### src/sv/blcg_pkg.sv
// Shared constants for the backlight curve and gating block.
package blcg_pkg;

  // Configuration register indexes.
  localparam logic [1:0] REG_MIN_LEVEL  = 2'd0;
  localparam logic [1:0] REG_MAX_LEVEL  = 2'd1;
  localparam logic [1:0] REG_CURVE_MODE = 2'd2;

  // Curve selection codes.
  localparam logic [1:0] CURVE_LINEAR   = 2'd0;
  localparam logic [1:0] CURVE_CONIC    = 2'd1;
  localparam logic [1:0] CURVE_POLYLINE = 2'd2;
  localparam logic [1:0] CURVE_RAW      = 2'd3;

  // Blend weights of the polyline curve, in percent.
  localparam int unsigned LINE_PERCENT = 45;
  localparam int unsigned FULL_PERCENT = 100;

  // Reset value of the maximum level register.
  localparam int unsigned MAX_LEVEL_RESET = 255;

endpackage

### src/sv/backlight_curve_and_gating.sv
// Backlight level mapping through a selectable curve, gating and enable pulse control.
//
// Usage: each input transfer carries a requested level and the power, unblank,
// forced-off and suspend flags. The block answers every input transfer with
// exactly one result transfer holding the write flag, the final level and the
// enable/re-init pulses. Both channels use valid/stall; the configuration
// channel (valid/ready, always ready) writes min_level, max_level and
// curve_mode by index and should be used only while the block is idle.
// Linear, raw, gated and ignored items, and conic items on an empty window, go
// straight from the input transfer to the final step. The conic curve runs the
// square and a division, and the polyline curve adds two blend steps and a second
// division (on an empty window only the blend steps and their division); both
// curves use the one shared multiplier. The bit-serial restoring divider makes
// one quotient bit per cycle over DW bits, 2*LEVEL_BITS or LEVEL_BITS+7 whichever
// is larger. The next input transfer can come in the cycle after the result loads.
// One item is processed at a time; in_stall is high while an item is in work.
// A finished result waits in the output register while out_stall is high;
// a new item may be accepted meanwhile, and its result holds in the final
// step until the output register frees up.
// Reset clears the state flags (lit off, enabled on, no suspend seen) and
// loads min_level 0, max_level 255 and the linear curve.
module backlight_curve_and_gating #(
  parameter int LEVEL_BITS = 8
) (
  input  logic                  clk,
  input  logic                  rst_n,
  // Input channel
  input  logic                  in_valid,
  output logic                  in_stall,
  input  logic [LEVEL_BITS-1:0] in_requested_level,
  input  logic                  in_power_on,
  input  logic                  in_unblanked,
  input  logic                  in_forced_off,
  input  logic                  in_suspend_request,
  // Result channel
  output logic                  out_valid,
  input  logic                  out_stall,
  output logic                  out_write_valid,
  output logic [LEVEL_BITS-1:0] out_level,
  output logic                  out_pwm_on,
  output logic                  out_pwm_off,
  output logic                  out_reinit,
  // Configuration channel
  input  logic                  cfg_valid,
  output logic                  cfg_ready,
  input  logic [1:0]            cfg_index,
  input  logic [LEVEL_BITS-1:0] cfg_data
);

  localparam int L  = LEVEL_BITS;
  // Multiplier operand and divisor width.
  localparam int MW = (L > 7) ? L : 7;
  // Dividend and quotient width.
  localparam int DW = (2 * L > L + 7) ? 2 * L : L + 7;
  localparam int CW = $clog2(DW);

  typedef enum logic [2:0] {
    ST_IDLE,
    ST_SQUARE,
    ST_DIV,
    ST_BLEND_LO,
    ST_BLEND_HI,
    ST_FINISH
  } state_t;

  // Control and configuration registers
  state_t         state_r, state_nxt;
  logic [L-1:0]   min_level_r, min_level_nxt;
  logic [L-1:0]   max_level_r, max_level_nxt;
  logic [1:0]     curve_mode_r, curve_mode_nxt;
  logic           susp_seen_r, susp_seen_nxt;
  logic           lit_r, lit_nxt;
  logic           enabled_r, enabled_nxt;
  logic           out_valid_r, out_valid_nxt;

  // Result payload registers
  logic           wr_r, wr_nxt;
  logic [L-1:0]   out_level_r, out_level_nxt;
  logic           on_r, on_nxt;
  logic           off_r, off_nxt;
  logic           init_r, init_nxt;

  // Working registers of the sequencer
  logic [L-1:0]   req_r, req_nxt;
  logic           susp_req_r, susp_req_nxt;
  logic           ignore_r, ignore_nxt;
  logic [L-1:0]   d_r, d_nxt;
  logic [L-1:0]   level_r, level_nxt;
  logic [DW-1:0]  quo_r, quo_nxt;
  logic [MW-1:0]  rem_r, rem_nxt;
  logic [MW-1:0]  den_r, den_nxt;
  logic [CW-1:0]  cnt_r, cnt_nxt;
  logic           blend_div_r, blend_div_nxt;

  // Window and curve helpers
  logic [L-1:0]   hi_level;
  logic [L-1:0]   span;
  logic [L-1:0]   req_floor;
  logic [L-1:0]   req_clamp;
  logic           gate_zero;
  logic           in_accept;

  // Shared multiplier
  logic [MW-1:0]   mul_a;
  logic [MW-1:0]   mul_b;
  logic [2*MW-1:0] prod;

  // Divider step
  logic [MW:0]    rem_sh;
  logic           div_ge;
  logic [MW:0]    rem_sub;
  logic [MW-1:0]  rem_step;
  logic [DW-1:0]  quo_step;
  logic [L-1:0]   conic_level;

  // Lit/enable decision for the finishing item
  logic           fin_wr;
  logic           fin_on;
  logic           fin_off;
  logic           fin_lit;
  logic           fin_en;

  assign in_stall  = (state_r != ST_IDLE);
  assign cfg_ready = 1'b1;
  assign in_accept = in_valid && !in_stall;

  assign out_valid       = out_valid_r;
  assign out_write_valid = wr_r;
  assign out_level       = out_level_r;
  assign out_pwm_on      = on_r;
  assign out_pwm_off     = off_r;
  assign out_reinit      = init_r;

  // Effective window and the request placed against it.
  always_comb begin
    hi_level  = (max_level_r < min_level_r) ? min_level_r : max_level_r;
    span      = hi_level - min_level_r;
    req_floor = (in_requested_level < min_level_r) ? min_level_r : in_requested_level;
    req_clamp = (req_floor > hi_level) ? hi_level : req_floor;
    gate_zero = !in_power_on || !in_unblanked || in_forced_off ||
                in_suspend_request || (in_requested_level == '0);
  end

  // Multiplier operand selection per sequencer step.
  always_comb begin
    mul_a = MW'(d_r);
    mul_b = MW'(d_r);
    case (state_r)
      ST_BLEND_LO: begin
        mul_a = MW'(blcg_pkg::LINE_PERCENT);
        mul_b = MW'(req_r);
      end
      ST_BLEND_HI: begin
        mul_a = MW'(blcg_pkg::FULL_PERCENT - blcg_pkg::LINE_PERCENT);
        mul_b = MW'(level_r);
      end
      default: begin
        mul_a = MW'(d_r);
        mul_b = MW'(d_r);
      end
    endcase
  end

  assign prod = mul_a * mul_b;

  // One restoring division step; the remainder stays below the divisor.
  always_comb begin
    rem_sh   = {rem_r, quo_r[DW-1]};
    div_ge   = (rem_sh >= {1'b0, den_r});
    rem_sub  = rem_sh - {1'b0, den_r};
    rem_step = div_ge ? rem_sub[MW-1:0] : rem_sh[MW-1:0];
    quo_step = {quo_r[DW-2:0], div_ge};
    // The conic result passes the maximum exactly when the quotient exceeds the span.
    conic_level = (quo_step > DW'(span)) ? hi_level : (min_level_r + quo_step[L-1:0]);
  end

  // Lit and enable transitions for the item in its final step.
  always_comb begin
    fin_wr  = 1'b0;
    fin_on  = 1'b0;
    fin_off = 1'b0;
    fin_lit = lit_r;
    fin_en  = enabled_r;
    if (lit_r && (level_r == '0)) begin
      fin_off = 1'b1;
      fin_lit = 1'b0;
      fin_en  = 1'b0;
    end else if (!lit_r && (level_r != '0)) begin
      fin_on  = 1'b1;
      fin_wr  = 1'b1;
      fin_lit = 1'b1;
      fin_en  = 1'b1;
    end else begin
      fin_wr = enabled_r;
    end
  end

  // Sequencer next-state logic.
  always_comb begin
    state_nxt      = state_r;
    min_level_nxt  = min_level_r;
    max_level_nxt  = max_level_r;
    curve_mode_nxt = curve_mode_r;
    susp_seen_nxt  = susp_seen_r;
    lit_nxt        = lit_r;
    enabled_nxt    = enabled_r;
    out_valid_nxt  = out_valid_r;
    wr_nxt         = wr_r;
    out_level_nxt  = out_level_r;
    on_nxt         = on_r;
    off_nxt        = off_r;
    init_nxt       = init_r;
    req_nxt        = req_r;
    susp_req_nxt   = susp_req_r;
    ignore_nxt     = ignore_r;
    d_nxt          = d_r;
    level_nxt      = level_r;
    quo_nxt        = quo_r;
    rem_nxt        = rem_r;
    den_nxt        = den_r;
    cnt_nxt        = cnt_r;
    blend_div_nxt  = blend_div_r;

    // Configuration writes; an unknown index is dropped.
    if (cfg_valid) begin
      case (cfg_index)
        blcg_pkg::REG_MIN_LEVEL:  min_level_nxt  = cfg_data;
        blcg_pkg::REG_MAX_LEVEL:  max_level_nxt  = cfg_data;
        blcg_pkg::REG_CURVE_MODE: curve_mode_nxt = cfg_data[1:0];
        default: ;
      endcase
    end

    // The output register empties on a transfer.
    if (out_valid_r && !out_stall) begin
      out_valid_nxt = 1'b0;
    end

    case (state_r)
      ST_IDLE: begin
        if (in_accept) begin
          req_nxt       = in_requested_level;
          susp_req_nxt  = in_suspend_request;
          ignore_nxt    = susp_seen_r && in_suspend_request;
          blend_div_nxt = 1'b0;
          d_nxt         = req_floor - min_level_r;
          level_nxt     = '0;
          state_nxt     = ST_FINISH;
          if (!(susp_seen_r && in_suspend_request) && !gate_zero) begin
            case (curve_mode_r)
              blcg_pkg::CURVE_LINEAR: level_nxt = req_clamp;
              blcg_pkg::CURVE_RAW:    level_nxt = in_requested_level;
              blcg_pkg::CURVE_CONIC,
              blcg_pkg::CURVE_POLYLINE: begin
                if (span == '0) begin
                  // Empty window: the conic curve sits at the minimum.
                  level_nxt = min_level_r;
                  if (curve_mode_r == blcg_pkg::CURVE_POLYLINE) begin
                    state_nxt = ST_BLEND_LO;
                  end
                end else begin
                  state_nxt = ST_SQUARE;
                end
              end
              default: level_nxt = in_requested_level;
            endcase
          end
        end
      end

      ST_SQUARE: begin
        quo_nxt   = DW'(prod);
        rem_nxt   = '0;
        den_nxt   = MW'(span);
        cnt_nxt   = '0;
        state_nxt = ST_DIV;
      end

      ST_DIV: begin
        quo_nxt = quo_step;
        rem_nxt = rem_step;
        cnt_nxt = cnt_r + 1'b1;
        if (cnt_r == CW'(DW - 1)) begin
          if (blend_div_r) begin
            level_nxt = quo_step[L-1:0];
            state_nxt = ST_FINISH;
          end else begin
            level_nxt = conic_level;
            state_nxt = (curve_mode_r == blcg_pkg::CURVE_CONIC) ? ST_FINISH : ST_BLEND_LO;
          end
        end
      end

      ST_BLEND_LO: begin
        quo_nxt   = DW'(prod);
        state_nxt = ST_BLEND_HI;
      end

      ST_BLEND_HI: begin
        quo_nxt       = quo_r + DW'(prod);
        rem_nxt       = '0;
        den_nxt       = MW'(blcg_pkg::FULL_PERCENT);
        cnt_nxt       = '0;
        blend_div_nxt = 1'b1;
        state_nxt     = ST_DIV;
      end

      ST_FINISH: begin
        // Load the result once the output register is free or leaving.
        if (!out_valid_r || !out_stall) begin
          out_valid_nxt = 1'b1;
          state_nxt     = ST_IDLE;
          if (ignore_r) begin
            wr_nxt        = 1'b0;
            out_level_nxt = '0;
            on_nxt        = 1'b0;
            off_nxt       = 1'b0;
            init_nxt      = 1'b0;
          end else begin
            wr_nxt        = fin_wr;
            out_level_nxt = level_r;
            on_nxt        = fin_on;
            off_nxt       = fin_off;
            init_nxt      = fin_on;
            lit_nxt       = fin_lit;
            enabled_nxt   = fin_en;
            susp_seen_nxt = susp_req_r;
          end
        end
      end

      default: state_nxt = ST_IDLE;
    endcase
  end

  // State, configuration and registered outputs.
  always_ff @(posedge clk) begin
    if (!rst_n) begin
      state_r      <= ST_IDLE;
      min_level_r  <= '0;
      max_level_r  <= L'(blcg_pkg::MAX_LEVEL_RESET);
      curve_mode_r <= blcg_pkg::CURVE_LINEAR;
      susp_seen_r  <= 1'b0;
      lit_r        <= 1'b0;
      enabled_r    <= 1'b1;
      out_valid_r  <= 1'b0;
    end else begin
      state_r      <= state_nxt;
      min_level_r  <= min_level_nxt;
      max_level_r  <= max_level_nxt;
      curve_mode_r <= curve_mode_nxt;
      susp_seen_r  <= susp_seen_nxt;
      lit_r        <= lit_nxt;
      enabled_r    <= enabled_nxt;
      out_valid_r  <= out_valid_nxt;
    end
    wr_r        <= wr_nxt;
    out_level_r <= out_level_nxt;
    on_r        <= on_nxt;
    off_r       <= off_nxt;
    init_r      <= init_nxt;
    req_r       <= req_nxt;
    susp_req_r  <= susp_req_nxt;
    ignore_r    <= ignore_nxt;
    d_r         <= d_nxt;
    level_r     <= level_nxt;
    quo_r       <= quo_nxt;
    rem_r       <= rem_nxt;
    den_r       <= den_nxt;
    cnt_r       <= cnt_nxt;
    blend_div_r <= blend_div_nxt;
  end

endmodule

### config.mk
export PLATFORM = sky130hd
export DESIGN_NAME = backlight_curve_and_gating
export DESIGN_NICKNAME = d
export VERILOG_FILES = /design/src/sv/blcg_pkg.sv /design/src/sv/backlight_curve_and_gating.sv
export SDC_FILE = /design/constraint.sdc
export NUM_CORES = 1
export LEC_CHECK = 0
export BUFFER_PORTS_ARGS = -buffer_cell sky130_fd_sc_hd__buf_2
export CAP_MARGIN = 20
export CORE_MARGIN = 5
export CORE_UTILIZATION = 64
export DETAILED_ROUTE_END_ITERATION = 6
export GPL_TIMING_DRIVEN = 0
export PLACE_DENSITY_LB_ADDON = 0.2
export REMOVE_ABC_BUFFERS = 1
export SYNTH_ARGS = -nofsm -noshare
export SYNTH_HDL_FRONTEND = slang
export SYNTH_SLANG_ARGS = --single-unit
export TNS_END_PERCENT = 10
### constraint.sdc
create_clock -name clk -period 7.5 [get_ports clk]
set_input_delay 1.125 -clock clk [delete_from_list [all_inputs] [get_ports clk]]
set_output_delay 1.125 -clock clk [all_outputs]
set_load 0.01 [all_outputs]
# [Word-level counts from Yosys, hierarchy flattened]
# Index checks and enable logic that the tools add are counted.
[word_totals] romBits=0 out_inout_bits=15 reg_bits=99 wordCells=135 n_memories=0 latch_bits=0 input_bits=27 mem_bits_rw=0
[classes] n_div=0 n_reduce_logical=47 mux=39 bitwise=1 eq_ne=14 shifts=0 add_sub_neg=6 n_lt_le_gt_ge=5 multipliers=1
[ops] op="two-way mux 8 bit" count=10
[ops] op="case mux 8 bit (2 select lines)" count=5
[ops] op="case mux 16 bit (3 select lines)" count=1
[ops] op="two-way mux 3 bit" count=9
[ops] op="zero test 8 bit" count=3
[ops] op="case mux 8 bit (3 select lines)" count=1
[ops] op="subtractor 8 bit" count=3
[ops] op="adder 16 bit" count=1
[ops] op="greater-than comparator 16 x 8 -> 1 bit" count=1
[ops] op="less-than comparator 8 bit" count=2
[ops] op="multiplier 8 x 8 -> 16 bit" count=1
[ops] op="case mux 3 bit (5 select lines)" count=1
[ops] op="AND reduction 2 bit" count=6
[ops] op="two-way mux 1 bit" count=10
[ops] op="nonzero test 2 bit" count=5
[ops] op=">= comparator 9 x 8 -> 1 bit" count=1
[ops] op="AND reduction 3 bit" count=3
[ops] op="adder 8 bit" count=1
[ops] op="greater-than comparator 8 bit" count=1
[ops] op="zero test 1 bit" count=8
[ops] op="case mux 4 bit (2 select lines)" count=1
[ops] op="nonzero test 8 bit" count=1
[ops] op="OR reduction 2 bit" count=4
[ops] op="== test 2 bit (second input constant)" count=3
[ops] op="other kinds (15)" count=31

# [Depth between registers and ports, before layout]
# Gate-level depths: netlist (run 1).
[logic_depth] word_depth=10 mapped_depth=31 ltp_nobuf=30

# [Worst setup path after synthesis (run 1)]
# Ideal clock, no wire load.
[synth_path] path_kind="register -> register" startpoint="register state_r[0]" endpoint="register quo_r[15] (data pin)" setup_ns=0.261 slack_ns=0.768 path_stages_with_launch=30 required_ns=7.239 t_arrival_ns=6.472 path_cell_list="dfxtp_1 -> clkbuf_1 -> nor2b_1 -> and2_1 -> nor2_1 -> nand2_1 -> inv_1 -> a221oi_1 -> or2_2 -> fa_1 -> fa_1 -> inv_1 -> fa_1 -> inv_1 -> fa_1 -> inv_1 -> ha_1 -> o21ai_0 -> nand2b_1 -> o31a_1 -> a21o_1 -> o41ai_1 -> xor2_1 -> inv_1 -> ha_1 -> or3_1 -> o21ai_0 -> a21oi_1 -> xor2_1 -> a221o_1"
[synth_between] elab_chain_cells=5 word_cells_on_any_way=10 cone_classes="add/sub (1); mul (1); eq/ne (4); mux (3); reduce/logical (1)"
[synth_rtl] element="from (decl)" line="backlight_curve_and_gating.sv:67" rtl="state_t state_r, state_nxt;"
[synth_rtl] element="from (signal assigned)" line="backlight_curve_and_gating.sv:348" rtl="state_r <= state_nxt;"
[synth_rtl] element="== test 3 bit / == test 3 x 2 -> 1 bit (equally long branches)" line="backlight_curve_and_gating.sv:148, backlight_curve_and_gating.sv:239"
[synth_rtl] element="case mux 8 bit (2 select lines)" line="backlight_curve_and_gating.sv:148" rtl="case (state_r)"
[synth_rtl] element="multiplier 8 x 8 -> 16 bit" line="backlight_curve_and_gating.sv:164" rtl="assign prod = mul_a * mul_b;"
[synth_rtl] element="adder 16 bit" line="backlight_curve_and_gating.sv:300" rtl="quo_nxt = quo_r + DW'(prod);"
[synth_rtl] element="case mux 16 bit (3 select lines) (*)" line="backlight_curve_and_gating.sv:239" rtl="case (state_r)"
[synth_rtl] element="via quo_nxt[15]" line="backlight_curve_and_gating.sv:89" rtl="logic [DW-1:0] quo_r, quo_nxt;"
[synth_rtl] element="to (signal assigned)" line="backlight_curve_and_gating.sv:367" rtl="quo_r <= quo_nxt;"
[synth_rtl] element="to (decl)" line="backlight_curve_and_gating.sv:89"
# The timed path passes the listed nets; every way through them passes the cells marked *.
# A chain may end at the register's enable or synchronous reset.

# [Worst setup path after layout (run 1)]
# Same ends and word-level chain as after synthesis.

==> out/qor.txt, run 1 <==
Top_reg_cell synth: edfxtp_1
Largest area contributor in the netlist: edfxtp_1
Final wirelength: 23.5 mm
Async S/R FF share, synth: 0%
Remaining Overflow, GRT: 0
Register-to-register setup slack: 320 ps
First-pass DRT Iterations: 5
Register clock-pin slew on the reported worst setup and hold paths: 80 ps
H-tree levels: 3
Vias in the first global route: 7630
Hold_sp: susp_seen_r
Post-Place Cells: 1285
CP max-delay cell: fa_1
CTS Root Cell: clkbuf_16
CTS buffer count: 9
Die ar.: 0.0175 mm²
Fin nets: 1307
Initial Utilization: 65.5%
Die height: 132 µm
Hold Crit Depth: 2
Synth Area per Inst: 8.76 µm²
Clock Skew: 15.6 ps
Min-delay worst type: reg -> reg
IO buf count: 40
Layout cells sized above 1: 9.85%
First-pass GRT wire length: 38.1 mm
Post-synthesis cell type count: 63
CTS Hold Bufs: 0
Worst setup path class: reg -> reg
Post-synth EDFFs: 74
Largest cells by area after synthesis: edfxtp_1 (23%), ha_1 (15%), fa_1 (8.6%), dfxtp_1 (5.2%), nor2_1 (5.2%)
Worst-Margin Slew: 1000 ps
Setup violations, final: 0
Initial drt markers: 724
Core area: 0.0146 mm²
Area after DPL: 0.00990 mm²
Vias per inst: 6.25
Initial antenna violation count: 0
Worst rel slew slack: 33.1%
Final period util: 95.7%
Cells after synthesis: 1091
CTS tree: yes
Ant. Diodes: 0
Most common cell after layout, fill and taps aside: nor2_1
Slowest stage delay, CP: 540 ps
Top-level I/O count: 42
Mapped cell area: 0.00956 mm²
R2R Path End: quo_r[15]
Highest-count cells in the layout ignoring fill and taps: nor2_1 (131), inv_1 (119), ha_1 (117), nand2_1 (89), edfxtp_1 (74)
Vias post-DR: 8190
Crit. End Element: flop
Dpl hpwl: 17.9 mm
Final hold vios: 0
Slew Limit Fails: 0
Status: complete, no violations
Final core occ: 71.2%
MaxCap Viol Count: 0
Worst hold endpoint: susp_seen_r
Arrival @ worst endpoint: 7290 ps
Area Growth Syn to Fin: 8.72%
Reg-to-Reg Start: state_r[0]
Yosys Warn Count: 0
CTS max path bufs: 2
Fillcell total: 1164
Avg WL per Cell: 17.9 µm
R2R depth: 29
Top cell by count, worst path: inv_1
Total Routing Usage GR: 26.8%
Min Clock Period, post-route: 7180 ps
Routability Congestion: 0.906
Count of state elements after synthesis: 99
TritonCTS Sinks: 99
Clk Latency, worst-skew pair: 360 ps
Placement Rows: 44
Worst Setup Start Kind: flop
Post-route cell area: 0.0104 mm²
Remaining DRCs: 0
Synth top area share: 23.3%
Final Non-Filler Cells: 1311
Crit path max fanout: 18
Worst EP required: 7610 ps
Routed Antenna Nets: 0
Fmax: 0.139 GHz
Largest net degree at the start of global routing: 26
Die extent in x: 132 µm
Sequential fraction of the synthesis area: 28.5%
-- worst max path at each step --
stage                          start         to  slack (ps)  cells past startpoint
after global routing      state_r[0]  quo_r[15]         -50                     29
after detailed placement  state_r[0]  quo_r[15]       -1610                     29
after CTS                 state_r[1]  quo_r[15]          60                     29
after global placement    state_r[0]  quo_r[15]       -1580                     29
final                     state_r[0]  quo_r[15]         320                     29
after floorplan           state_r[0]  quo_r[15]         -10                     29
-- area by class of cell --
type	count	area, µm²	area share [%]
Tap cell	184	230	2.22
Timing Repair Buffer	52	299	2.88
Multi-Input combinational cell	839	6340	61.0
Sequential cell	99	2730	26.3
Inverter	120	454	4.37
Clock buffer	14	287	2.76
Clock inverter	2	41.3	0.397
Timing Repair inverter	1	5.00	0.0482
-- cell families after synthesis --
group           after synthesis  share of synthesized area, %
simple gates                364                          17.8
compound gates              256                          17.8
fa+ha+maj                   158                          23.9
buf+inv                     154                          6.21
flops                        99                          28.5
xor+xnor                     41                          3.76
mux                          18                          1.91
other cells                   1                        0.0392
-- worst max-delay path: cells and delay by family (launching register included) --
family	cells	cell delay, ps
flops	1	470
xor+xnor	2	490
fa+ha+maj	6	2620
compound gates	8	1300
simple gates	7	1380
buf+inv	6	630
-- routing by layer --
metal  vias to the layer above  wire [µm]  global-route usage (%)
met5                         -          0                       0
met4                         0        820                    9.56
met3                        74       1670                    4.12
met2                       325      10900                    44.2
met1                      3877      10100                    36.0
li1                       3914          -                       -
-- per-stage QoR --
stage,setup slack (ps),hold WS [ps],TNS (ps)
5_1_grt,-45.3,506,-45.3
4_1_cts,58.2,485,0
6_report,319,481,0
3_5_place_dp,-1610,476,-8930
3_3_place_gp,-1580,457,-8670
2_1_floorplan,-11.2,449,-11.2
-- repair_timing --
action / in CTS / in global routing
cloned: 1 / 1
pin swaps: 1 / 1
gates resized for setup: 13 / 14
endpoints found under the setup margin: 9 / 3
setup buffers: 6 / 2
-- state kept, by name, summed over array words and instances, names as in the netlist, 3 cells and up --
register / cells
den_r: 8
req_r: 8
d_r: 8
quo_r: 16
state_r: 3
cnt_r: 4
rem_r: 8
min_level_r: 8
level_r: 8
out_level: 8
max_level_r: 8
-- cells in the mapped netlist, drive strengths merged (5+ instances only) --
master,count
o21ai,65
xor2,15
or3,5
nor2b,18
a21oi,62
nand2b,17
nor2,133
a221oi,8
inv,120
o2111ai,8
edfxtp,74
xnor2,26
o21a,8
nand4,7
nand3,22
mux2i,16
o221ai,7
a21o,17
and3,13
ha,117
a211oi,18
o22ai,8
clkbuf,27
nor4,9
or2,9
fa,41
buf,7
nand2,92
nor3,21
a22oi,12
and2,10
dfxtp,25
Power of run 1 is left out: the tool's default activity adds up to more than one toggle a clock period on the data nets, which glitch-free logic cannot reach.
==> run 2, diff against run 1 <==
--- a/config.mk
+++ b/config.mk
@@ -8,10 +8,11 @@
 export BUFFER_PORTS_ARGS = -buffer_cell sky130_fd_sc_hd__buf_2
 export CAP_MARGIN = 20
 export CORE_MARGIN = 5
-export CORE_UTILIZATION = 64
+export CORE_UTILIZATION = 49
 export DETAILED_ROUTE_END_ITERATION = 6
 export GPL_TIMING_DRIVEN = 0
 export PLACE_DENSITY_LB_ADDON = 0.2
+export RECOVER_POWER = 50
 export REMOVE_ABC_BUFFERS = 1
 export SYNTH_ARGS = -nofsm -noshare
 export SYNTH_HDL_FRONTEND = slang
==> out/qor.txt, run 2 (synthesis gave the netlist of run 1 again) <==
Status: finished, violations left
Failing checks: capacitance limit
CTS buffer count: 9 (unchanged)
Ant. Diodes: 0 (unchanged)
Initial drt markers: 450 (-38%)
RSZ-0062 raised after global routing: no
Final wirelength: 23.4 mm (-0.27%)
Most common cell after layout, fill and taps aside: nor2_1
First-pass DRT Iterations: 5 (unchanged)
Core area: 0.0193 mm² (+33%)
Delay-heaviest family, CP: adder cells
Largest net degree at the start of global routing: 26 (unchanged)
Crit path max fanout: 11 (-7)
Buf/Inv on CP: 7 (+1)
Routed Antenna Nets: 0 (unchanged)
Min-delay worst type: reg -> reg
Worst-Margin Slew: 1480 ps (+479 ps)
Die extent in x: 150 µm (+13%)
CTS max path bufs: 2 (unchanged)
TritonCTS Sinks: 99 (unchanged)
Arrival @ worst endpoint: 7320 ps (+30 ps)
Top reg by flops: quo_r
Area Growth Syn to Fin: 8.42%
Highest-count cells in the layout ignoring fill and taps: nor2_1 (131), inv_1 (119), ha_1 (117), nand2_1 (90), edfxtp_1 (74)
Slew Limit Fails: 0 (unchanged)
Fmax: 0.139 GHz (-0.42%)
Avg WL per Cell: 16.9 µm (-5.9%)
Die height: 150 µm (+13%)
Max reg flops: 16 (unchanged)
First-pass GRT wire length: 38.4 mm (+0.67%)
Worst setup path class: reg -> reg
Post-Place Cells: 1365 (+6.2%)
Setup_tns: 0 ps (unchanged)
IO buf count: 40 (unchanged)
Dpl hpwl: 18.6 mm (+3.9%)
CP max-delay cell: fa_1
Vias post-DR: 7942 (-3.0%)
Register clock-pin slew on the reported worst setup and hold paths: 80 ps (about the same)
Slowest stage delay, CP: 560 ps (+20 ps)
MaxCap Viol Count: 1 (+1)
Worst Setup Start Kind: flop
CTS Hold Bufs: 0 (unchanged)
CTS tree: yes
Routability Congestion: 0.865 (-4.5%)
H-tree levels: 3 (unchanged)
Clock Skew: 17.5 ps (+1.96 ps)
Remaining DRCs: 0 (unchanged)
Clk Latency, worst-skew pair: 360 ps (about the same)
Fin nets: 1305 (-0.15%)
Min Clock Period, post-route: 7210 ps (+30.2 ps)
Worst EP required: 7610 ps (about the same)
Layout cells sized above 1: 7.38% (-2.5 points)
Die ar.: 0.0224 mm² (+28%)
Remaining Overflow, GRT: 0 (unchanged)
Initial Utilization: 49.4% (-16 points)
Crit. End Element: flop
Final hold vios: 0 (unchanged)
Top-level I/O count: 42 (unchanged)
Final core occ: 53.6% (-18 points)
Final period util: 96.2% (+0.40 points)
Worst rel slew slack: 1.07% (-32 points)
Initial antenna violation count: 0 (unchanged)
Vias per inst: 5.71 (-8.5%)
Setup violations, final: 0 (unchanged)
Total Routing Usage GR: 21.4% (-5.3 points)
Placement Rows: 51 (+16%)
Vias in the first global route: 7585 (-0.59%)
Final Non-Filler Cells: 1390 (+6.0%)
CTS Root Cell: clkbuf_16
## run 2: cell count changes in the layout (fill, tap and decap cells not counted), sizes merged
| cell | change |
|---|---|
| buf | -27 |
| bufinv | -1 |
| clkbuf | +20 |
| clkinv | +3 |
| clkinvlp | +1 |
| inv | +2 |
## run 2: repair_timing
| action | in CTS | in global routing |
|---|---|---|
| setup endpoints to repair | 9 | 1 |
| pin swaps | 1 | 1 |
| gates resized for setup | 15 | 5 |
| buffers inserted | 4 | 3 |
| gates cloned | 1 | 1 |
## run 2: layout make-up
class | count | area (µm²)
clock buffer | 9 | 225
multi-input combinational | 839 | 6310
timing repair inverter | 1 | 5.00
sequential | 99 | 2730
clock inverter | 7 | 58.8
inverter | 120 | 454
timing repair buffer | 50 | 243
tap | 265 | 332
fill | 1827 | 8970
## run 2: path summary, 6_finish.rpt
path | startpoint | end | slack, ps | cells past startpoint
max | state_r[1] | quo_r[15] | 290 | 29
min | max_level_r[0] | max_level_r[0] | 490 | 2
max reg2reg | state_r[1] | quo_r[15] | 290 | 29
min reg2reg | max_level_r[0] | max_level_r[0] | 490 | 2
## run 2: through the flow
| stage | area [µm²] | setup WS (ps) | hold slack (ps) |
|---|---|---|---|
| 2_1_floorplan | 9410 | -11.2 | 449 |
| 3_3_place_gp | 9940 | -1620 | 472 |
| 3_5_place_dp | 9990 | -1660 | 482 |
| 4_1_cts | 10400 | 31.9 | 493 |
| 5_1_grt | 10400 | 13.6 | 521 |
| 6_report | 10400 | 289 | 492 |
## run 2: worst reg2reg max path: cells and delay by family (launching register included)
| kind | cells | cell delay (ps) |
|---|---|---|
| and+or+nand+nor | 6 | 1160 |
| xor gates and xnor gates | 2 | 340 |
| DFF | 1 | 390 |
| adders and majority gates | 6 | 2530 |
| AOI/OAI and AO/OA | 8 | 1810 |
| buffers and inverters | 7 | 770 |
## run 2: per-layer routing
| layer | vias to the layer above | part of all wire (%) | track usage (%) |
|---|---|---|---|
| li1 | 3912 | - | - |
| met1 | 3800 | 47 | 30.2 |
| met2 | 205 | 46 | 35.7 |
| met3 | 25 | 5.2 | 2.39 |
| met4 | 0 | 1.3 | 4.85 |
| met5 | - | 0 | 0 |
Power of run 2 is left out for the same reason.
==> run 3, diff against run 2 <==
--- a/config.mk
+++ b/config.mk
@@ -10,7 +10,6 @@
 export CORE_MARGIN = 5
 export CORE_UTILIZATION = 49
 export DETAILED_ROUTE_END_ITERATION = 6
-export GPL_TIMING_DRIVEN = 0
 export PLACE_DENSITY_LB_ADDON = 0.2
 export RECOVER_POWER = 50
 export REMOVE_ABC_BUFFERS = 1
==> constraint.sdc (replaced) <==
create_clock -name clk -period 8.8 [get_ports clk]
set_input_delay 1.32 -clock clk [delete_from_list [all_inputs] [get_ports clk]]
set_output_delay 1.32 -clock clk [all_outputs]
set_load 0.01 [all_outputs]
==> out/qor.txt, run 3 (synthesis gave the netlist of run 1 again) <==
Initial drt markers: 475 (+5.6%)
Highest-count cells in the layout ignoring fill and taps: nor2_1 (133), inv_1 (120), ha_1 (117), nand2_1 (92), edfxtp_1 (74)
Setup violations, final: 0 (unchanged)
Avg WL per Cell: 17.1 µm (+1.2%)
Total Routing Usage GR: 22.1% (+0.67 points)
Slowest stage delay, CP: 640 ps (+80 ps)
Routed Antenna Nets: 0 (unchanged)
Final period util: 91.3% (-4.8 points)
Top reg by flops: quo_r
IO buf count: 40 (unchanged)
CTS Hold Bufs: 0 (unchanged)
Min-delay worst type: reg -> reg
Remaining Overflow, GRT: 0 (unchanged)
Final Non-Filler Cells: 1388 (-0.14%)
Crit. End Element: flop
Worst EP required: 8900 ps (+1290 ps)
CTS tree: yes
First-pass GRT wire length: 39.5 mm (+2.9%)
Die ar.: 0.0224 mm² (unchanged)
Setup WS post-layout: 764 ps (+475 ps)
Initial Utilization: 49.4% (unchanged)
Die height: 150 µm (unchanged)
Clk Latency, worst-skew pair: 360 ps (about the same)
Arrival @ worst endpoint: 8140 ps (+820 ps)
Crit path max fanout: 18 (+7)
Vias per inst: 5.65 (-1.1%)
CP max-delay cell: dfxtp_1
TritonCTS Sinks: 99 (unchanged)
Worst rel slew slack: -1.99% (-3.1 points)
H-tree levels: 3 (unchanged)
GR Util met2: 36.3% (+0.52 points)
Register clock-pin slew on the reported worst setup and hold paths: 80 ps (about the same)
R2R depth: 29 (unchanged)
Top Usage Layer GRT: met2
Clock Skew: 12.0 ps (-5.52 ps)
Max reg flops: 16 (unchanged)
Fmax: 0.124 GHz (-10%)
Failing checks: capacitance limit, slew limit
Fin nets: 1303 (-0.15%)
Die extent in x: 150 µm (unchanged)
Post-Place Cells: 1371 (+0.44%)
Ant. Diodes: 0 (unchanged)
Worst-Margin Slew: 1520 ps (+45.6 ps)
Placement Rows: 51 (unchanged)
Dpl ws: 919 ps (+2580 ps)
CTS Root Cell: clkbuf_16
Top cell by count, worst path: inv_1
Min Clock Period, post-route: 8040 ps (+825 ps)
Postcts setup bufs: 0 (-4)
Hold Crit Depth: 2 (unchanged)
Status: finished, violations left
Post-cts resize count: 0 (-15)
Largest net degree at the start of global routing: 26 (unchanged)
Worst setup path class: reg -> reg
Most common cell after layout, fill and taps aside: nor2_1
Initial antenna violation count: 0 (unchanged)
Register-to-register setup slack: 760 ps (+470 ps)
Met3 Use GR: 3.33% (+0.94 points)
First-pass DRT Iterations: 5 (unchanged)
Routability Congestion: 0.866 (+0.10%)
CTS max path bufs: 2 (unchanged)
Top-level I/O count: 42 (unchanged)
Vias in the first global route: 7741 (+2.1%)
Met1 GRT Util: 30.6% (+0.37 points)
Setup_tns: 0 ps (unchanged)
Final wirelength: 23.7 mm (+1.0%)
Dpl hpwl: 18.9 mm (+1.6%)
Core area: 0.0193 mm² (unchanged)
Area Growth Syn to Fin: 7.78%
Worst Setup Start Kind: flop
MaxCap Viol Count: 1 (unchanged)
Vias post-DR: 7847 (-1.2%)
CTS buffer count: 9 (unchanged)
Remaining DRCs: 0 (unchanged)
Final hold vios: 0 (unchanged)
Layout cells sized above 1: 5.70% (-1.7 points)
RSZ-0062 raised after global routing: no
Slew Limit Fails: 17 (+17)
==> run 3: cell count changes in the layout (fill, tap and decap cells not counted), moves of 3 or more <==
cell / before / now
dfxtp_1: 22 / 25
clkinv_8: 0 / 3
a21oi_2: 4 / 1
a21oi_1: 58 / 61
==> run 3: layout make-up <==
class | count | area (µm²)
fillers | 1835 | 9040
multi-input cells | 838 | 6240
flip-flops and latches | 99 | 2720
inverters | 120 | 450
well taps | 265 | 332
repair buffers | 50 | 238
clock buffers | 9 | 225
clock inverters | 7 | 91.3
==> run 3: critical path, delay by kind of cell, from the launching register on <==
kind	cells	cell delay (ps)
simple gates	7	1790
flops	1	640
fa+ha+maj	6	2610
xor+xnor	2	390
buf+inv	6	510
compound gates	8	1820
==> run 3: per-stage QoR <==
stage,util [%],hold slack [ps],cell area (µm²)
final,53.3,486,10300
after global routing,53.3,518,10300
after CTS,53.5,492,10300
after detailed placement,51.8,478,10000
after global placement,51.8,470,10000
after floorplan,-,449,9410
==> run 3: final timing paths <==
path                    start           to
setup reg to reg   state_r[0]    quo_r[15]
hold reg to reg   susp_seen_r  susp_seen_r
setup / recovery   state_r[0]    quo_r[15]
hold / removal    susp_seen_r  susp_seen_r
==> run 3: layer usage <==
metal / part of all wire [%] / up-vias
li1: - / 3900
met5: 0 / -
met2: 46 / 194
met1: 46 / 3719
met3: 5.3 / 34
met4: 2.4 / 0
Power of run 3 is left out for the same reason.
